File: config.mk
export PLATFORM = sky130hd
export DESIGN_NAME = tmc_ram
export DESIGN_NICKNAME = d
export VERILOG_FILES = /design/src/rtl/template_match_classifier_core_defines.svh /design/src/rtl/tmc_ram.sv
export SDC_FILE = /design/constraint.sdc
export NUM_CORES = 2
export LEC_CHECK = 0
export BUFFER_PORTS_ARGS = -buffer_cell sky130_fd_sc_hd__buf_2
export CORE_AREA = 2 2 518 520
export DETAILED_ROUTE_END_ITERATION = 16
export DIE_AREA = 0 0 520 522
export GPL_TIMING_DRIVEN = 0
export SLEW_MARGIN = 20
export SYNTH_ARGS = -nofsm -noshare
export SYNTH_HDL_FRONTEND = slang
export SYNTH_SLANG_ARGS = --single-unit
File: constraint.sdc
create_clock -name clock -period 3.55 [get_ports clock]
set_input_delay 0.5325 -clock clock [delete_from_list [all_inputs] [get_ports clock]]
set_output_delay 0.5325 -clock clock [all_outputs]
set_load 0.05 [all_outputs]
File: src/rtl/template_match_classifier_core_defines.svh
// Assertion macros shared by the template match classifier RTL.
`ifndef TEMPLATE_MATCH_CLASSIFIER_CORE_DEFINES_SVH
`define TEMPLATE_MATCH_CLASSIFIER_CORE_DEFINES_SVH

`ifndef NO_ASSERTIONS
// Same-cycle implication check.
`define TMC_ASSERT_IMP(label, clk, rst, ante, cons) \
   label: assert property (@(posedge clk) disable iff (rst) (ante) |-> (cons)) \
      else $error("tmc assertion failed");
// Next-cycle implication check.
`define TMC_ASSERT_NEXT(label, clk, rst, ante, cons) \
   label: assert property (@(posedge clk) disable iff (rst) (ante) |=> (cons)) \
      else $error("tmc assertion failed");
`else
`define TMC_ASSERT_IMP(label, clk, rst, ante, cons)
`define TMC_ASSERT_NEXT(label, clk, rst, ante, cons)
`endif

`endif

File: src/rtl/tmc_ram.sv
// Generic single-write, single-read synchronous RAM with registered read data.
`default_nettype none
module tmc_ram #(
   parameter int DEPTH = 256,
   parameter int WIDTH = 8
) (
   input  wire logic                                  clock,
   input  wire logic                                  wr_en,
   input  wire logic [((DEPTH > 1) ? $clog2(DEPTH) : 1)-1:0] wr_addr,
   input  wire logic [WIDTH-1:0]                      wr_data,
   input  wire logic [((DEPTH > 1) ? $clog2(DEPTH) : 1)-1:0] rd_addr,
   output logic      [WIDTH-1:0]                      rd_data
);
   logic [WIDTH-1:0] mem [DEPTH];

   // Write port.
   always_ff @(posedge clock) begin
      if (wr_en) begin
         mem[wr_addr] <= wr_data;
      end
   end

   // Read port; read data is registered.
   always_ff @(posedge clock) begin
      rd_data <= mem[rd_addr];
   end
endmodule
`default_nettype wire

After elaboration in Yosys (flattened, before gate mapping)
Memory sizes are Yosys's and may differ from the RTL's. A register that Yosys moved wholly into a read port is not among the register bits.
Cells that the tools add are included.
{"block": "word_totals", "regBits": 0, "ramBits": 2048, "in_bits": 26, "out_inout_bits": 8, "wordCells": 3, "mem_count": 1}
{"memory": "mem", "depth": 256, "width": 8, "read_ports": 1, "rd_clocked_by_memory_dff": 1, "wr": 1, "line": "tmc_ram.sv:14", "rtl": "logic [WIDTH-1:0] mem [DEPTH];"}
{"block": "op_classes", "muxes": 2}
{"op": "two-way mux 1 bit", "count": 2}

Longest topological paths before layout
{"block": "depth", "depth_word": 2, "ltp_mapped": 11, "ltp_nobuf": 6}

Worst setup path after synthesis
OpenSTA, ideal clock, no wires.
{"block": "synth_timing", "path_kind": "input to register", "startpoint": "input rd_addr[0] in the netlist's numbering", "endpoint": "register rd_data[2] (read register of mem)", "setup_ns": 0.131, "arrival_time_ns": 2.339, "t_required_ns": 3.419, "slack_ns": 1.080, "cell_stages": 9, "path_buffers": 4, "cell_sequence": "buf_6 buf_12 buf_8 buf_2 mux4_2 a22oi_1 a21oi_1 nor4_1 nor4_2"}
{"element": "start, declared", "line": "tmc_ram.sv:11", "rtl": "input wire logic [((DEPTH > 1) ? $clog2(DEPTH) : 1)-1:0] rd_addr,"}
{"element": "end, declared", "line": "tmc_ram.sv:12", "rtl": "output logic [WIDTH-1:0] rd_data"}

==> flow_summary_export.csv <==
group,metric,value,unit
grt,grt_usage,17.7,%
timing,max_slew_margin,21.1,%
clock_tree,htreeDepth,4,
timing,timing.final.crit_share,105,%
floorplanning,row_count,190,
min_path,worstHoldPathType,"in2reg",
yosys,syn_nets,3759,
grt,grt_pass1_wl,334000,um
grt,grt_max_degree,141,
yosys,yosys_register_bits,2056,
detailed_routing,firstDrtPassIters,14,
detailed_routing,routed_wl,246000,um
power,p_int,0.0393,W
clock_tree,clk_pin_slew_worst_paths,0.06,ns
power,p_switching,0.0115,W
grt,grt_util_met2,27.9,%
power,p_leak,27.7,nW
clock_tree,cts_setup_buffers,0,
yosys,synth_common_cells,"edfxtp_1 (2048), mux4_2 (454), nor2_1 (282)",
yosys,ys_seq_area_share,77.5,%
grt,first_global_vias,40900,
grt,overflow,0,
placed_design,post_dp_cell_area,85000,sq um
critical_path,path_max_fanout,10,
yosys,syn_inst,3733,
critical_path,reg2reg_slack,0.32,ns
critical_path,cpPeakStageDelay,0.77,ns
critical_path,cpMaxStageDelayCell,"nand3b_1",
yosys,synth_edf_count,2048,
timing,rsz0062_at_grt,"true",
timing,layout_min_cycle_time,3.72,ns
clock_tree,clock_path_buffers,3,
critical_path,worstReg2RegEnd,"rd_data[5]$_DFF_P_",
timing,finalHoldViolations,0,
grt,use_met3,4.51,%
timing,fin_ws,-0.169,ns
yosys,synth.most_common_cell,"edfxtp_1",
power,seq_power_share,52.7,%
detailed_routing,ant_nets,0,
yosys,syn_area_per_cell,21.3,sq um
timing,skew,0.0370,ns
detailed_routing,vias_per_cell,5.39,
detailed_routing,drtIter0Drc,6570,
critical_path,required,4.23,ns
critical_path,path_cells,"buf_2, buf_2, buf_1, nand3b_1, o221ai_1, a211oi_1, a21oi_1, a22oi_1, nor4_4",
clock_tree,cts_num_sinks,2056,
timing,fmax,269,MHz
critical_path,critPathKind,"in2reg",
floorplanning,ioPinCount,34,
detailed_routing,remaining_drc_errors,2,
status,status,"finished with violations",
power,combPwrFrac,6.0,%
power,p_sw_share,22.7,%
critical_path,startpoint,"rd_addr[2]",
grt,antenna_found_initial,25,
final_layout,fin_area,91500,sq um
critical_path,arrival,4.40,ns
power,max-vdd-ir-drop,0.408,mV
yosys,ys.flop_type,"edfxtp_1",
final_layout,fin_util,34.3,%
floorplanning,coreArea,266000,sq um
final_layout,n_fill_cell,24500,
yosys,ys_types,55,
yosys,ys_warn_count,0,
clock_tree,numCtsBuffers,204,
grt,grt_busiest_layer,"met2",
placed_design,place_worst_setup_slack,-1.73,ns
floorplanning,initial_core_util,29.9,%
critical_path,end_kind,"flop",
floorplanning,die_y,522,um
critical_path,reg2regPathDepth,7,
clock_tree,cts_root_buffer,"clkbuf_16",
floorplanning,die_w,520,um
yosys,async_reset_ff_share,0,%
run,drv_cap,0,
power,clkPwrFrac,41.3,%
final_layout,drive_above_1_share,23.4,%
detailed_routing,wire_per_inst,31.8,um
critical_path,path_buf_inv,3,
floorplanning,die_area,271000,sq um
critical_path,critPathCapture,"rd_data[6]$_DFF_P_",
detailed_routing,vias,41600,
final_layout,area_delta_synth_final,15.0,%
placed_design,place_hpwl,165000,um
yosys,synth_area_leaders,"edfxtp_1 (77%), mux4_2 (13%), mux2i_1 (1.7%), nor2_1 (1.3%), a22oi_1 (1.3%)",
status,violations,"DRC, setup timing",
critical_path,cpLargestDelayFamily,"buffers and inverters",
final_layout,layout.nets,4018,
placed_design,port_buffers,26,
critical_path,r2r_start,"mem[83][5]$_DFFE_PP_",
grt,use_met1,23.0,%
timing,setup_violations,6,
critical_path,cp-start-kind,"input port",
power,power.density,555,nW/um^2
yosys,synth_area,79600,sq um
critical_path,crit_top_cell,"buf_2",
clock_tree,tritoncts,"done",
clock_tree,clk_latency,0.85,ns
critical_path,cp.depth,9,
yosys,yosysTopAreaCell,"edfxtp_1",
placed_design,place.gp.congestion,0.949,
timing,drv_slew,0,
yosys,netlist.area_leader.share,77.3,%
timing,worst_pin_slew,1.18,ns
## sequential cells by signal (all words and copies together) (netlist names)
| signal | cells |
|---|---|
| rd_data | 8 |
| mem | 2048 |
## repair_timing
action                     CTS  global route
hold buffers                 0             0
resized for setup           23             7
setup endpoints to repair    8             5
pin swaps                    1             0
## metrics by stage
step                      hold slack (ns)  total power, W  std cells   TNS, ns
after CTS                          0.0512          0.0509       7713         0
after global placement               1.01          0.0302       7311  -2954.57
after global routing               0.0710          0.0519       7720   -0.0321
after detailed placement            0.951          0.0303       7339   -166.45
final                              0.0872          0.0508       7725    -0.713
after floorplan                     0.631          0.0287       3733         0
## cells in the final DEF (no fill, tap or decap), types with 53 or more instances in the layout
cell	count
edfxtp_1	2048
mux4_2	454
nor2_1	280
clkbuf_16	206
mux2i_1	134
a22oi_1	133
clkbuf_1	115
a21oi_1	96
buf_2	59
clkinv_1	53
## power groups by stage
stage / sequential [W] / combinational, W / clock [W]
after CTS: 0.0268 / 0.00300 / 0.0211
after global routing: 0.0268 / 0.00309 / 0.0221
after detailed placement: 0.0273 / 0.00298 / 0
after global placement: 0.0274 / 0.00283 / 0
final: 0.0268 / 0.00304 / 0.0210
after floorplan: 0.0274 / 0.00130 / 0
## kinds of logic (layout without fill, tap and decap cells)
kind of cell	Yosys count	count (layout)	share of synthesized area (%)
buffers and inverters	235	663	1.83
other	0	12	0
DFF	2056	2056	77.5
muxes	591	591	14.6
and+or+nand+nor	466	466	2.63
AOI/OAI and AO/OA	385	385	3.42
## worst reg2reg max path, delay by kind of cell (launching register included)
| kind | cells | cell delay [ns] |
|---|---|---|
| buffers and inverters | 1 | 0.23 |
| flip-flops | 1 | 0.36 |
| AND/OR/NAND/NOR | 2 | 0.95 |
| AO/OA/AOI/OAI | 3 | 1.10 |
| multiplexers | 1 | 0.49 |
## layout make-up
cell class	instances	area, sq um	area share [%]
multi-input cells	1442	16600	18.2
diodes	12	30.0	0.0328
repair buffers	54	816	0.891
clock inverters	117	1070	1.17
inverters	2	7.51	0.00820
flip-flops and latches	2056	61700	67.4
plain buffers	232	1520	1.66
clock buffers	258	5350	5.85
well taps	3552	4440	4.86
## routing by layer
layer / vias to the layer above / wire [um]
li1: 16200 / -
met1: 22300 / 93700
met2: 2513 / 115000
met3: 523 / 25700
met4: 8 / 11900
met5: - / 53
## worst min-delay path by stage
stage                  startpoint              endpoint  slack [ns]  depth (start not counted)
2_1_floorplan          wr_data[0]   mem[0][0]$_DFFE_PP_        0.63                          0
3_5_place_dp           wr_data[2]  mem[66][2]$_DFFE_PP_        0.95                          1
3_3_place_gp   rd_data[0]$_DFF_P_            rd_data[0]        1.01                          1
5_1_grt                wr_data[2]  mem[64][2]$_DFFE_PP_        0.07                          1
4_1_cts                wr_data[2]  mem[94][2]$_DFFE_PP_        0.05                          1
6_report               wr_data[2]  mem[66][2]$_DFFE_PP_        0.09                          1
Power figures use the tool's default switching activity.
