===== src/rtl/template_match_classifier_core_defines.svh =====
// Assertion macros shared by the template match classifier RTL.
`ifndef TEMPLATE_MATCH_CLASSIFIER_CORE_DEFINES_SVH
`define TEMPLATE_MATCH_CLASSIFIER_CORE_DEFINES_SVH

`ifndef NO_ASSERTIONS
// Same-cycle implication check.
`define TMC_ASSERT_IMP(label, clk, rst, ante, cons) \
   label: assert property (@(posedge clk) disable iff (rst) (ante) |-> (cons)) \
      else $error("tmc assertion failed");
// Next-cycle implication check.
`define TMC_ASSERT_NEXT(label, clk, rst, ante, cons) \
   label: assert property (@(posedge clk) disable iff (rst) (ante) |=> (cons)) \
      else $error("tmc assertion failed");
`else
`define TMC_ASSERT_IMP(label, clk, rst, ante, cons)
`define TMC_ASSERT_NEXT(label, clk, rst, ante, cons)
`endif

`endif


===== src/rtl/tmc_pkg.sv =====
// Shared constants, types and helpers of the template match classifier.
`default_nettype none
package tmc_pkg;

   // Store geometry.
   localparam int TEMPLATES = 256;
   localparam int PIXELS    = 600;

   // Derived widths.
   localparam int TIDX_W  = (TEMPLATES > 1) ? $clog2(TEMPLATES) : 1;
   localparam int PIX_W   = (PIXELS > 1) ? $clog2(PIXELS) : 1;
   localparam int TADDR_W = ((TEMPLATES * PIXELS) > 1) ? $clog2(TEMPLATES * PIXELS) : 1;
   localparam int SCORE_W = $clog2(PIXELS + 1);

   // Fixed field widths.
   localparam int OP_W      = 2;
   localparam int TINDEX_W  = 8;
   localparam int PINDEX_W  = 10;
   localparam int VALUE_W   = 8;
   localparam int TOL_W     = 8;
   localparam int TIU_W     = 9;
   localparam int OUT_IDX_W = 8;
   localparam int OUT_SCR_W = 10;
   localparam int CSR_IDX_W = 1;
   localparam int CSR_DAT_W = 9;

   // Reset values of the configuration registers.
   localparam logic [TOL_W-1:0] TOL_RESET = 8'd21;
   localparam logic [TIU_W-1:0] TIU_RESET = 9'd256;

   // Operation codes.
   localparam logic [OP_W-1:0] OP_TMPL_PIXEL = 2'd0;
   localparam logic [OP_W-1:0] OP_TMPL_LABEL = 2'd1;
   localparam logic [OP_W-1:0] OP_OBJECT     = 2'd2;

   // Register indexes.
   localparam logic [CSR_IDX_W-1:0] REG_TOLERANCE        = 1'd0;
   localparam logic [CSR_IDX_W-1:0] REG_TEMPLATES_IN_USE = 1'd1;

   // Control from the front end to the scorer.
   typedef struct packed {
      logic              go;
      logic [TOL_W-1:0]  tolerance;
      logic [TIDX_W-1:0] last_tmpl;
   } tmc_ctrl_type;

   // Result beat from the scorer.
   typedef struct packed {
      logic                 strobe;
      logic [OUT_IDX_W-1:0] best_index;
      logic [VALUE_W-1:0]   best_label;
      logic [OUT_SCR_W-1:0] best_score;
   } tmc_result_type;

   // Clamp a match count to the width of the result port.
   function automatic logic [OUT_SCR_W-1:0] sat_score(input logic [SCORE_W-1:0] s);
      logic [OUT_SCR_W-1:0] r;
      if (32'(s) > ((1 << OUT_SCR_W) - 1)) begin
         r = '1;
      end else begin
         r = OUT_SCR_W'(s);
      end
      return r;
   endfunction

endpackage
`default_nettype wire


===== src/rtl/tmc_scorer.sv =====
// Scoring sequencer: walks the template store pixel by pixel and keeps the best.
`default_nettype none
module tmc_scorer (
   input  wire logic                           clock,
   input  wire logic                           reset,
   input  wire tmc_pkg::tmc_ctrl_type          ctrl,
   output logic [tmc_pkg::TADDR_W-1:0]         tmpl_rd_addr,
   input  wire logic [tmc_pkg::VALUE_W-1:0]    tmpl_rd_data,
   output logic [tmc_pkg::PIX_W-1:0]           obj_rd_addr,
   input  wire logic [tmc_pkg::VALUE_W-1:0]    obj_rd_data,
   output logic [tmc_pkg::TIDX_W-1:0]          label_rd_addr,
   input  wire logic [tmc_pkg::VALUE_W-1:0]    label_rd_data,
   output logic                                busy,
   output tmc_pkg::tmc_result_type             result
);
   import tmc_pkg::*;

   typedef enum logic [1:0] {S_IDLE, S_RUN, S_DRAIN, S_OUT} state_type;

   state_type            state_ff, state_in;
   logic [TIDX_W-1:0]    tmpl_ff, tmpl_in;
   logic [PIX_W-1:0]     pix_ff, pix_in;
   logic [TADDR_W-1:0]   lin_ff, lin_in;
   logic [TIDX_W-1:0]    last_tmpl_ff;
   logic [TOL_W-1:0]     tol_ff;

   // Stage one: read data arrives.
   logic                 v1_ff, first1_ff, end1_ff;
   logic [TIDX_W-1:0]    t1_ff;
   // Stage two: match bit known.
   logic                 v2_ff, first2_ff, end2_ff, match2_ff;
   logic [TIDX_W-1:0]    t2_ff;

   logic [SCORE_W-1:0]   cnt_ff, cnt_in;
   logic [TIDX_W-1:0]    best_idx_ff;
   logic [SCORE_W-1:0]   best_score_ff;

   logic                 issue;
   logic                 pix_end;
   logic                 tmpl_end;
   logic [VALUE_W-1:0]   abs_diff;
   logic                 match1;
   logic                 better;

   // Walk control.
   always_comb begin
      issue    = (state_ff == S_RUN);
      pix_end  = (pix_ff == PIX_W'(PIXELS - 1));
      tmpl_end = (tmpl_ff == last_tmpl_ff);
      state_in = state_ff;
      tmpl_in  = tmpl_ff;
      pix_in   = pix_ff;
      lin_in   = lin_ff;
      case (state_ff)
         S_IDLE: begin
            if (ctrl.go) begin
               state_in = S_RUN;
               tmpl_in  = '0;
               pix_in   = '0;
               lin_in   = '0;
            end
         end
         S_RUN: begin
            lin_in = lin_ff + 1'b1;
            if (pix_end) begin
               pix_in  = '0;
               tmpl_in = tmpl_ff + 1'b1;
               if (tmpl_end) begin
                  state_in = S_DRAIN;
               end
            end else begin
               pix_in = pix_ff + 1'b1;
            end
         end
         S_DRAIN: begin
            if (!v1_ff && !v2_ff) begin
               state_in = S_OUT;
            end
         end
         S_OUT: begin
            state_in = S_IDLE;
         end
         default: begin
            state_in = S_IDLE;
         end
      endcase
   end

   // Pixel compare on the fresh read data.
   always_comb begin
      if (obj_rd_data > tmpl_rd_data) begin
         abs_diff = obj_rd_data - tmpl_rd_data;
      end else begin
         abs_diff = tmpl_rd_data - obj_rd_data;
      end
      match1 = (abs_diff <= tol_ff);
   end

   // Running count and best-so-far decision; the first template always wins.
   always_comb begin
      cnt_in = (first2_ff ? '0 : cnt_ff) + SCORE_W'(match2_ff);
      better = (t2_ff == '0) || (cnt_in > best_score_ff);
   end

   // State, pipeline and result registers.
   always_ff @(posedge clock) begin
      if (reset) begin
         state_ff <= S_IDLE;
         v1_ff    <= 1'b0;
         v2_ff    <= 1'b0;
      end else begin
         state_ff <= state_in;
         v1_ff    <= issue;
         v2_ff    <= v1_ff;
      end
      tmpl_ff   <= tmpl_in;
      pix_ff    <= pix_in;
      lin_ff    <= lin_in;
      first1_ff <= (pix_ff == '0);
      end1_ff   <= pix_end;
      t1_ff     <= tmpl_ff;
      first2_ff <= first1_ff;
      end2_ff   <= end1_ff;
      t2_ff     <= t1_ff;
      match2_ff <= match1;
      if (state_ff == S_IDLE && ctrl.go) begin
         last_tmpl_ff <= ctrl.last_tmpl;
         tol_ff       <= ctrl.tolerance;
      end
      if (v2_ff) begin
         cnt_ff <= cnt_in;
         if (end2_ff && better) begin
            best_idx_ff   <= t2_ff;
            best_score_ff <= cnt_in;
         end
      end
   end

   // Memory addresses and the result beat.
   assign tmpl_rd_addr      = lin_ff;
   assign obj_rd_addr       = pix_ff;
   assign label_rd_addr     = best_idx_ff;
   assign busy              = (state_ff != S_IDLE);
   assign result.strobe     = (state_ff == S_OUT);
   assign result.best_index = OUT_IDX_W'(best_idx_ff);
   assign result.best_label = label_rd_data;
   assign result.best_score = sat_score(best_score_ff);
endmodule
`default_nettype wire


===== config.mk =====
export PLATFORM = sky130hd
export DESIGN_NAME = tmc_scorer
export DESIGN_NICKNAME = d
export VERILOG_FILES = /design/src/rtl/template_match_classifier_core_defines.svh /design/src/rtl/tmc_pkg.sv /design/src/rtl/tmc_scorer.sv
export SDC_FILE = /design/constraint.sdc
export NUM_CORES = 1
export LEC_CHECK = 0
export ABC_AREA = 0
export BUFFER_PORTS_ARGS = -buffer_cell sky130_fd_sc_hd__buf_2
export CORE_MARGIN = 10
export CORE_UTILIZATION = 55
export DETAILED_ROUTE_END_ITERATION = 10
export PLACE_DENSITY = 0.88
export SLEW_MARGIN = 20
export SYNTH_ARGS = -nofsm -noshare
export SYNTH_HDL_FRONTEND = slang
export SYNTH_SLANG_ARGS = --single-unit
export TNS_END_PERCENT = 30

===== constraint.sdc =====
create_clock -name clock -period 7.1 [get_ports clock]
set_input_delay 1.42 -clock clock [delete_from_list [all_inputs] [get_ports clock]]
set_output_delay 1.42 -clock clock [all_outputs]
set_load 0.02 [all_outputs]

## Word-level counts from Yosys, hierarchy flattened

Index checks and enable logic that the tools add are counted.

| storage, ports and cells | value |
|---|---|
| flip-flop bits (word level) | 105 |
| latch bits | 0 |
| bits in writable memories | 0 |
| memory bits (read-only) | 0 |
| bits of input ports | 43 |
| output and inout bits | 64 |
| word-level logic and storage cells | 66 |
| memories kept | 0 |

| cells by class | value |
|---|---|
| add/sub/neg operators | 6 |
| $mul | 0 |
| divide/modulo/power cells | 0 |
| $lt $le $gt $ge | 3 |
| equal/unequal tests | 9 |
| shifts and indexed selects | 0 |
| muxes and demuxes | 15 |
| bitwise operators | 0 |
| reduce and logical (&&, ||, !) cells | 15 |

Operators with widths:

| cell | number |
|---|---|
| case mux 18 bit (2 select lines) | 1 |
| 2-to-1 mux 10 bit | 3 |
| 2-to-1 mux 8 bit | 3 |
| case mux 10 bit (2 select lines) | 1 |
| adder 18 x 1 -> 18 bit (second input constant) | 1 |
| 2-to-1 mux 18 bit | 1 |
| case mux 8 bit (2 select lines) | 1 |
| subtractor 8 bit | 2 |
| adder 10 x 1 -> 10 bit | 1 |
| adder 10 x 1 -> 10 bit (second input constant) | 1 |
| equality test 10 bit (second input constant) | 1 |
| greater-than comparator 10 bit | 1 |
| zero test 10 bit | 1 |
| adder 8 x 1 -> 8 bit (second input constant) | 1 |
| equality test 8 bit | 1 |
| greater-than comparator 8 bit | 1 |
| <= comparator 8 bit | 1 |
| zero test 8 bit | 1 |
| 2-to-1 mux 2 bit | 4 |
| case mux 2 bit (4 select lines) | 1 |
| equality test 2 bit (second input constant) | 2 |
| != test 2 x 1 -> 1 bit (second input constant) | 2 |
| != test 2 bit (second input constant) | 2 |
| AND reduction 2 bit | 2 |
| 8 further kinds | 12 |

## Logic depth before layout (Yosys ltp)

Gate-level depths: netlist (run 1).

| logic depth | value |
|---|---|
| word-level depth | 6 |
| depth in mapped cells | 16 |
| gate-level depth less buffers | 15 |

## Worst setup path before layout (run 1)

Ideal clock, no wire load.

| timing | value |
|---|---|
| path type | input port to flip-flop |
| start | input obj_rd_data[0] in the netlist's numbering |
| end | register match2_ff |
| setup time | 0.058 ns |
| arrival | 3.698 ns |
| required time | 7.042 ns |
| slack | 3.344 ns |
| cell stages on the path | 16 |
| buffers on the path | 1 |
| cell sequence | inv_1 > ha_1 > inv_1 > fa_1 > nand3_1 > a21oi_1 > o31a_1 > buf_6 > mux2i_1 > xor2_1 > ha_1 > a21o_1 > a21o_1 > a21oi_1 > o21ai_0 > nand2_1 |

| between the ends | value |
|---|---|
| longest elaborated chain between the ends | 3 |
| elaborated cells on any way between the ends | 5 |
| classes of those cells | add/sub (2); order compare (2); mux (1) |

Ends and longest elaborated chain:

| what | line | source |
|---|---|---|
| from (decl) | tmc_scorer.sv:10 | `input wire logic [tmc_pkg::VALUE_W-1:0] obj_rd_data,` |
| subtractor 8 bit, or another cell as far along | tmc_scorer.sv:94 | `abs_diff = tmpl_rd_data - obj_rd_data;` |
| 2-to-1 mux 8 bit (*) | tmc_scorer.sv:91 | `if (obj_rd_data > tmpl_rd_data) begin` |
| <= comparator 8 bit (*) | tmc_scorer.sv:96 | `match1 = (abs_diff <= tol_ff);` |
| named net match1 | tmc_scorer.sv:42 | `logic match1;` |
| to (signal assigned) | tmc_scorer.sv:125 | `match2_ff <= match1;` |
| to (decl) | tmc_scorer.sv:31 | `logic v2_ff, first2_ff, end2_ff, match2_ff;` |

Mark *: on every way through the listed nets, which the timed path passes. The rest lies on a longest branch.
A chain may end at the register's enable or synchronous reset.

## Final worst setup path (run 1)

| timing | value |
|---|---|
| start | register first2_ff |
| end | register best_score_ff[7] (enable) |

| between the ends | value |
|---|---|
| longest elaborated chain between the ends | 6 |

Ends and longest elaborated chain:

| what | line | source |
|---|---|---|
| from (decl) | tmc_scorer.sv:31 |  |
| from (signal assigned) | tmc_scorer.sv:122 | `first2_ff <= first1_ff;` |
| 2-to-1 mux 10 bit | tmc_scorer.sv:101 | `cnt_in = (first2_ff ? '0 : cnt_ff) + SCORE_W'(match2_ff);` |
| adder 10 x 1 -> 10 bit | tmc_scorer.sv:101 |  |
| named net cnt_in[8] | tmc_scorer.sv:34 | `logic [SCORE_W-1:0] cnt_ff, cnt_in;` |
| greater-than comparator 10 bit | tmc_scorer.sv:102 | `better = (t2_ff == '0) \|\| (cnt_in > best_score_ff);` |
| logical OR 1 bit | tmc_scorer.sv:102 |  |
| logical AND 1 bit | tmc_scorer.sv:132 | `if (end2_ff && better) begin` |
| AND reduction 2 bit (no line) | n/a |  |
| to (signal assigned) | tmc_scorer.sv:134 | `best_score_ff <= cnt_in;` |
| to (decl) | tmc_scorer.sv:36 | `logic [SCORE_W-1:0] best_score_ff;` |

The timed path passes the listed nets, and every way through them passes these cells.

==> impl_metrics.yaml, run 1 <==
run_status:
  status: "finished clean"
sta:
  min_period_ns: 3.83
  fin_crit_sh_pct: 54.0
  timing.final.ws_setup_ns: 3.27
  rsz0062_at_grt: "false"
  tns_ns: 0
  tightest_slew_ns: 0.834
  setup_viol: 0
  hold_ws_ns: 0.337
  slew_violations: 0
  fmax_ghz: 0.261
  clock_skew_ns: 0.00975
  relSlewSlack_pct: 44.4
  hold_viol_final: 0
routing:
  top_layer_used: "met4"
  avgRoutedWirePerCell_um: 15.1
  ant_nets: 0
  wl_mm: 10.3
  vias: 3615
  firstDrtPassIters: 6
  wl_met3_um: 660
  drt_iter0_drc: 221
  drcViolationCount: 0
  dr_wl_met2_mm: 4.89
  wl_met1_mm: 4.62
  viasPerCell: 5.28
floorplanning:
  fp-row-count: 36
  die_area_um2: 14200
  io_pins: 107
  core-area_um2: 9640
  dieHeight_um: 119
  start_util_pct: 55.9
  chipWidth_um: 119
power:
  power_mw: 2.19
  peakVddDrop_mv: 0.272
  leakage_nw: 2.52
  p_per_area_nw_per_um2: 364
synth:
  synth_edf_count: 80
  synth_top_flop_cell: "edfxtp_1"
  syn_nets: 560
  ys_ff_latch: 105
  synth.distinct_cells: 44
  syn_area_per_cell_um2: 11.4
  synthArstFlopShare_pct: 0
  synth-seq-area-share_pct: 53.9
  yosys_warnings: 0
  syn_area_um2: 5390
  synthCells: 472
critical_path:
  critPathLaunchType: "flop"
  cp_common_cell: "ha_1"
  worstPathRequired_ns: 7.10
  reg2reg_depth: 14
  cp_slowest_cell: "and4_1"
  cp_max_fo: 18
  r2r_setup_slack_ns: 3.27
  critical_path_arrival_ns: 3.83
  path_class: "flop to flop"
  crit_path_end_kind: "flop"
  slowest_delay_ns: 0.78
  path_cells: "nor2b_1, ha_1, ha_1, nand2_1, nor3_1, nand3_1, xor2_1, nor2_1, ha_1, nand4_1, nor2_1, o21ai_0, o2111ai_1, and4_1"
clock_network:
  clk_pin_slew_worst_paths_ns: 0.10
  cts_buffers: 9
  cts_resized: 0
  htreeDepth: 3
  clock_sink_count: 105
  clock-root-buffer: "clkbuf_8"
  cts_hold_buf: 0
  cts.path.max_buffers: 2
  clk_latency_ns: 0.37
  cts_tree: "done"
  post_cts_buffers: 0
grt:
  overflow: 0
  grt_max_degree: 30
  grt_usage_pct: 14.5
  grt_pass1_wl_mm: 17.2
  grt_antenna_before_repair: 0
  grt_pass1_vias: 3640
finish:
  mostFrequentLayoutCell: "buf_2"
  nFillCells: 790
  stdcell_count: 685
  area_delta_synth_final_pct: 11.5
  final_nets: 635
  final_cell_area_um2: 6010
  final_util_pct: 62.3
  n_antenna_cell: 0
  layout_common_cells: "90 x buf_2, 80 x edfxtp_1, 51 x nor2_1"
  drive_gt1_share_pct: 20.8
placed_design:
  gp_congestion: 0.881
  portBuffers: 90
  dpl_cell_area_um2: 5820
  detailed_place_hpwl_mm: 8.00
  dp_slack_ns: 2.99
  dp.cells: 669
min_path:
  hold_path.class: "flop to flop"
  hold_path_depth: 0
run:
  max-cap-violations: 0
-- layout make-up --
cell class	count	area, µm²	share of cell area [%]
inverter	45	169	2.81
tap	133	166	2.77
clock inverter	7	66.3	1.10
timing repair buffer	90	450	7.50
clock buffer	9	124	2.06
multi-input combinational	296	2130	35.4
sequential	105	2900	48.3
-- report_power, final --
group          switching, mW  leakage (nW)  internal [mW]
combinational          0.443          1.45          0.273
clock                  0.219        0.0991          0.138
sequential             0.181         0.973          0.932
total                  0.844          2.52           1.34
-- Yosys cell counts, drive strengths merged (2+ instances only) --
cell type	count	area, µm²
or3	3	18.8
nand4	12	81.3
a311oi	2	17.5
and2	6	37.5
a31oi	2	12.5
edfxtp	80	2400
and4	4	35.0
xor2	24	210
and3	7	45.1
nor4	5	37.5
nor2b	5	31.3
inv	44	165
nand2b	5	31.3
a211oi	4	35.0
nor2	51	191
xnor2	25	219
buf	22	171
nand3	20	100
ha	43	538
clkbuf	4	16.3
mux2i	7	70.1
o21ai	15	75.1
nor3	5	25.0
a21o	8	60.1
fa	2	40.0
a21oi	15	86.3
nand2	19	71.3
dfxtp	25	500
-- worst max-delay path, delay by kind of cell (launching register included) --
family	cells	cell delay [ns]
compound gates	2	0.24
xor+xnor	1	0.17
fa+ha+maj	3	0.75
flops	1	0.42
simple gates	8	1.89
-- routing by layer --
| layer | up-vias | global-route usage [%] |
|---|---|---|
| met1 | 1695 | 18.3 |
| met5 | - | 0 |
| met4 | 0 | 5.11 |
| met3 | 20 | 4.49 |
| li1 | 1772 | - |
| met2 | 128 | 23.3 |
-- registers in the layout (all words and copies together), names as in the netlist, 10 cells and up --
name / cells
best_score_ff: 10
tmpl_rd_addr: 18
cnt_ff: 10
obj_rd_addr: 10
-- path summary, 6_finish.rpt --
path                   from               end
hold reg to reg    t1_ff[5]          t2_ff[5]
setup / recovery  first2_ff  best_score_ff[7]
setup reg to reg  first2_ff  best_score_ff[7]
hold / removal     t1_ff[5]          t2_ff[5]
-- logic make-up after synthesis --
family                   after synthesis  share of synthesized area (%)
AO/OA/AOI/OAI                         51                           6.08
buffers and inverters                 71                           6.62
XOR/XNOR                              49                           7.97
adder cells (fa/ha/maj)               45                           10.7
flip-flops                           105                           53.9
multiplexers                           8                           1.51
AND/OR/NAND/NOR                      143                           13.2
Note: power is estimated with default switching activity, not from simulation.
==> run 2, diff against run 1 <==
==> constraint.sdc (replaced) <==
create_clock -name clock -period 3.8 [get_ports clock]
set_input_delay 0.76 -clock clock [delete_from_list [all_inputs] [get_ports clock]]
set_output_delay 0.76 -clock clock [all_outputs]
set_load 0.02 [all_outputs]
==> run 2 against run 1 <==
Effect of this change:
- critical path depth unchanged
- clock power up 87%
- count of clock-buffer cells in the layout unchanged
- critical path type unchanged
- critical endpoint is now best_score_ff[0]
==> impl_metrics.yaml, run 2 (same netlist as run 1, synthesis figures left out) <==
floorplanning:
  core-area_um2: 9640
  fp-row-count: 36
  chipWidth_um: 119
  die_area_um2: 14200
  start_util_pct: 55.9
  io_pins: 107
  dieHeight_um: 119
critical_path:
  path_class: "flop to flop"
  crit_path_end_kind: "flop"
  critPathLaunchType: "flop"
  cp_max_fo: 12
  critical_path_arrival_ns: 3.48
  worstPathRequired_ns: 3.93
finish:
  final_nets: 640
  area.sequential_um2: 2900
  multi_input_area_um2: 2130
  largest_register_ffs: 18
  area_delta_synth_final_pct: 12.3
  layout_common_cells: "90 x buf_2, 80 x edfxtp_1, 51 x nor2_1"
  n_antenna_cell: 0
  drive_gt1_share_pct: 21.4
  final_cell_area_um2: 6050
  mostFrequentLayoutCell: "buf_2"
  nFillCells: 790
grt:
  grt_pass1_vias: 3641
  overflow: 0
  grt_usage_pct: 14.2
  grt_antenna_before_repair: 0
  grt_pass1_wl_mm: 17.0
  grt_max_degree: 30
clock_network:
  clock_sink_count: 105
  cts_tree: "done"
  post_cts_buffers: 0
  cts.path.max_buffers: 2
  clock-root-buffer: "clkbuf_8"
  htreeDepth: 3
  cts_resized: 0
  cts_hold_buf: 0
  clk_pin_slew_worst_paths_ns: 0.10
  clk_latency_ns: 0.37
  cts_buffers: 9
sta:
  slew_violations: 0
  relSlewSlack_pct: 64.8
  rsz0062_at_grt: "false"
  fmax_ghz: 0.298
  clock_skew_ns: 0.00899
  hold_ws_ns: 0.334
  min_period_ns: 3.36
  setup_viol: 0
  hold_viol_final: 0
  tns_ns: 0
  fin_crit_sh_pct: 88.4
  tightest_slew_ns: 0.523
min_path:
  hold_path.class: "flop to flop"
routing:
  firstDrtPassIters: 4
  vias: 3606
  drt_iter0_drc: 203
  wl_mm: 10.2
  viasPerCell: 5.23
  ant_nets: 0
  drcViolationCount: 0
  avgRoutedWirePerCell_um: 14.8
placed_design:
  portBuffers: 90
  gp_congestion: 0.901
  detailed_place_hpwl_mm: 7.98
  dpl_cell_area_um2: 5850
power:
  peakVddDrop_mv: 0.519
  p_per_area_nw_per_um2: 678
  leakage_nw: 2.55
run_status:
  status: "finished clean"
run:
  max-cap-violations: 0
==> run 2: cell type report <==
type | instances | area share, %
clock inverter | 7 | 1.22
timing repair buffer | 95 | 8.06
sequential | 105 | 48.0
tap | 133 | 2.75
clock buffer | 9 | 2.05
inverter | 45 | 2.79
multi-input combinational | 296 | 35.2
==> run 2: where the power goes <==
part / switching [mW] / internal, mW
combinational: 0.836 / 0.528
sequential: 0.336 / 1.74
clock: 0.406 / 0.260
==> run 2: worst max-delay path, stage by stage (launching register included) <==
cell and delay (ns):
dfxtp_1 0.43, nor2b_1 0.17, ha_1 0.21, ha_1 0.23, nand2_1 0.07, nor3_1 0.25, nand3_1 0.14, xor2_1 0.17
nor2_1 0.20, ha_1 0.29, nor2b_1 0.14, o21ai_0 0.24, o2111ai_1 0.16, and4_1 0.24, buf_4 0.19
==> run 2: stage by stage <==
step	power [mW]	util, %	setup slack (ns)	std cells
6_report	4.10	62.8	0.442	690
5_1_grt	4.40	62.8	0.213	690
4_1_cts	4.14	62.8	0.491	690
3_5_place_dp	3.47	60.7	0.370	674
3_3_place_gp	3.39	60.7	0.460	674
2_1_floorplan	3.02	-	0.618	472
==> run 2: routing by layer <==
metal  vias to the layer above  track usage [%]  part of all wire [%]
met3                         6             5.76                   8.0
met4                         0             2.60                  0.52
li1                       1791                -                     -
met2                       121             22.9                    47
met1                      1688             17.9                    44
met5                         -                0                     0
==> run 2: final timing paths <==
path	start	end	slack, ns	cells past startpoint
setup / recovery	first2_ff	best_score_ff[0]	0.44	14
hold / removal	t1_ff[6]	t2_ff[6]	0.33	0
setup reg to reg	first2_ff	best_score_ff[0]	0.44	14
hold reg to reg	t1_ff[6]	t2_ff[6]	0.33	0
==> run 3, diff against run 2 <==
--- a/config.mk
+++ b/config.mk
@@ -10,7 +10,7 @@
 export CORE_MARGIN = 10
 export CORE_UTILIZATION = 55
 export DETAILED_ROUTE_END_ITERATION = 10
-export PLACE_DENSITY = 0.88
+export PLACE_DENSITY = 0.92
 export SLEW_MARGIN = 20
 export SYNTH_ARGS = -nofsm -noshare
 export SYNTH_HDL_FRONTEND = slang
==> constraint.sdc (replaced) <==
create_clock -name clock -period 4.33 [get_ports clock]
set_input_delay 0.866 -clock clock [delete_from_list [all_inputs] [get_ports clock]]
set_output_delay 0.866 -clock clock [all_outputs]
set_load 0.02 [all_outputs]
==> run 3 against run 2 <==
Effect of this change:
- sequential cell count stayed put
- clock skew is 0.0059 ns higher
- critical path depth is 1 higher
- final area is 0.35% lower
- power is 12% lower
- sequential power is 12% lower
- hold slack worse by 0.0043 ns
- largest power group unchanged
==> impl_metrics.yaml, run 3 (same netlist as run 1, synthesis figures left out) <==
routing:
  wl_mm: 10.7
  ant_nets: 0
  avgRoutedWirePerCell_um: 15.6
  firstDrtPassIters: 5
  drt_iter0_drc: 308
  drcViolationCount: 0
  viasPerCell: 5.39
  vias: 3702
finish:
  n_antenna_cell: 0
  drive_gt1_share_pct: 20.8
  largest_register_ffs: 18
  stdcell_count: 687
  area_delta_synth_final_pct: 11.9
  nFillCells: 757
  mostFrequentLayoutCell: "buf_2"
  layout_common_cells: "90 x buf_2, 80 x edfxtp_1, 51 x nor2_1"
  final_nets: 637
critical_path:
  cp_common_cell: "ha_1"
  cp_max_fo: 18
  slowest_delay_ns: 0.42
  worstPathRequired_ns: 4.38
  critPathLaunchType: "flop"
  path_cells: "nor2b_1, ha_1, ha_1, nand2_1, nor3_1, nand3_1, xor2_1, nor2_1, ha_1, nand4_1, nor2_1, o21ai_0, o2111ai_1, and4_1, buf_4"
  cp_slowest_cell: "dfxtp_1"
  crit_start: "first2_ff"
  crit_path_end_kind: "flop"
  rr_startpoint: "first2_ff"
  path_class: "flop to flop"
  critical_path_arrival_ns: 3.45
sta:
  hold_viol_final: 0
  clock_skew_ns: 0.0149
  slew_violations: 0
  rsz0062_at_grt: "false"
  fmax_ghz: 0.294
  fin_crit_sh_pct: 78.5
  min_period_ns: 3.40
  relSlewSlack_pct: 50.7
  tns_ns: 0
  hold_ws_ns: 0.330
  tightest_slew_ns: 0.739
  setup_viol: 0
clock_network:
  post_cts_buffers: 0
  cts_tree: "done"
  cts_hold_buf: 0
  cts_buffers: 9
  clock-root-buffer: "clkbuf_8"
  cts.path.max_buffers: 2
  cts_resized: 0
  clk_latency_ns: 0.36
  clk_pin_slew_worst_paths_ns: 0.10
  clock_sink_count: 105
  htreeDepth: 3
floorplanning:
  dieHeight_um: 119
  chipWidth_um: 119
  fp-row-count: 36
  io_pins: 107
  core-area_um2: 9640
  start_util_pct: 55.9
  die_area_um2: 14200
run_status:
  status: "finished clean"
power:
  p_seq_share_pct: 50.8
  swShare_pct: 37.8
  p_per_area_nw_per_um2: 598
  peakVddDrop_mv: 0.537
  switchingPower_mw: 1.37
  pwr-share-comb_pct: 33.0
  power.internal_mw: 2.24
  power.share.clock_pct: 16.2
  leakage_nw: 2.53
grt:
  grt_antenna_before_repair: 0
  grt_usage_pct: 14.9
  grt_pass1_wl_mm: 18.0
  grt_pass1_vias: 3812
  overflow: 0
  grt_max_degree: 27
placed_design:
  dp.cells: 671
  portBuffers: 90
  detailed_place_hpwl_mm: 8.32
  gp_congestion: 0.928
min_path:
  hold_path.class: "flop to flop"
  holdCritStartpoint: "t1_ff[0]"
run:
  max-cap-violations: 0
==> run 3: cell types whose count changed in the layout (fill, tap and decap cells not counted), sizes merged <==
cell / change
buf: -3
clkbuf: +3
clkinv: -2
clkinvlp: +2
inv: -3
==> run 3: path summary, 6_finish.rpt <==
path,to,depth (start not counted),slack (ns)
setup / recovery,label_rd_addr[4],15,0.93
setup reg to reg,label_rd_addr[4],15,0.93
hold reg to reg,t2_ff[0],0,0.33
hold / removal,t2_ff[0],0,0.33
==> run 3: power groups by stage <==
| stage | registers, mW | logic (mW) | clock network (mW) |
|---|---|---|---|
| after floorplan | 1.94 | 0.711 | 0 |
| after global placement | 1.82 | 1.14 | 0 |
| after detailed placement | 1.85 | 1.20 | 0 |
| after CTS | 1.83 | 1.20 | 0.602 |
| after global routing | 1.88 | 1.33 | 0.635 |
| final | 1.83 | 1.19 | 0.586 |
==> run 3: critical path, delay by kind of cell, from the launching register on <==
| kind | cells | cell delay, ns |
|---|---|---|
| adders and majority gates | 3 | 0.78 |
| and+or+nand+nor | 8 | 1.24 |
| buffers and inverters | 1 | 0.25 |
| DFF | 1 | 0.42 |
| AOI/OAI and AO/OA | 2 | 0.21 |
| xor gates and xnor gates | 1 | 0.17 |
==> run 3: layer usage <==
| layer | vias to the layer above | routed length (µm) | GRT usage (%) |
|---|---|---|---|
| li1 | 1787 | - | - |
| met1 | 1729 | 4320 | 17.3 |
| met2 | 163 | 5400 | 25.7 |
| met3 | 23 | 853 | 5.43 |
| met4 | 0 | 171 | 3.66 |
| met5 | - | 0 | 0 |
==> run 3: metrics by stage <==
step	util (%)	setup WS, ns	instance area, µm²	total power, mW
after floorplan	-	1.13	5390	2.65
after detailed placement	60.5	0.706	5830	3.05
final	62.6	0.929	6030	3.61
after CTS	62.6	0.923	6030	3.63
after global placement	60.5	0.886	5830	2.96
after global routing	62.6	0.739	6030	3.85
==> run 3: final cells by class <==
class,count,area (µm²),share of cell area [%]
clock buffer,12,166,2.76
clock inverter,4,32.5,0.539
inverter,45,169,2.80
multi-input combinational,296,2130,35.3
sequential,105,2900,48.1
tap,133,166,2.76
timing repair buffer,92,465,7.72
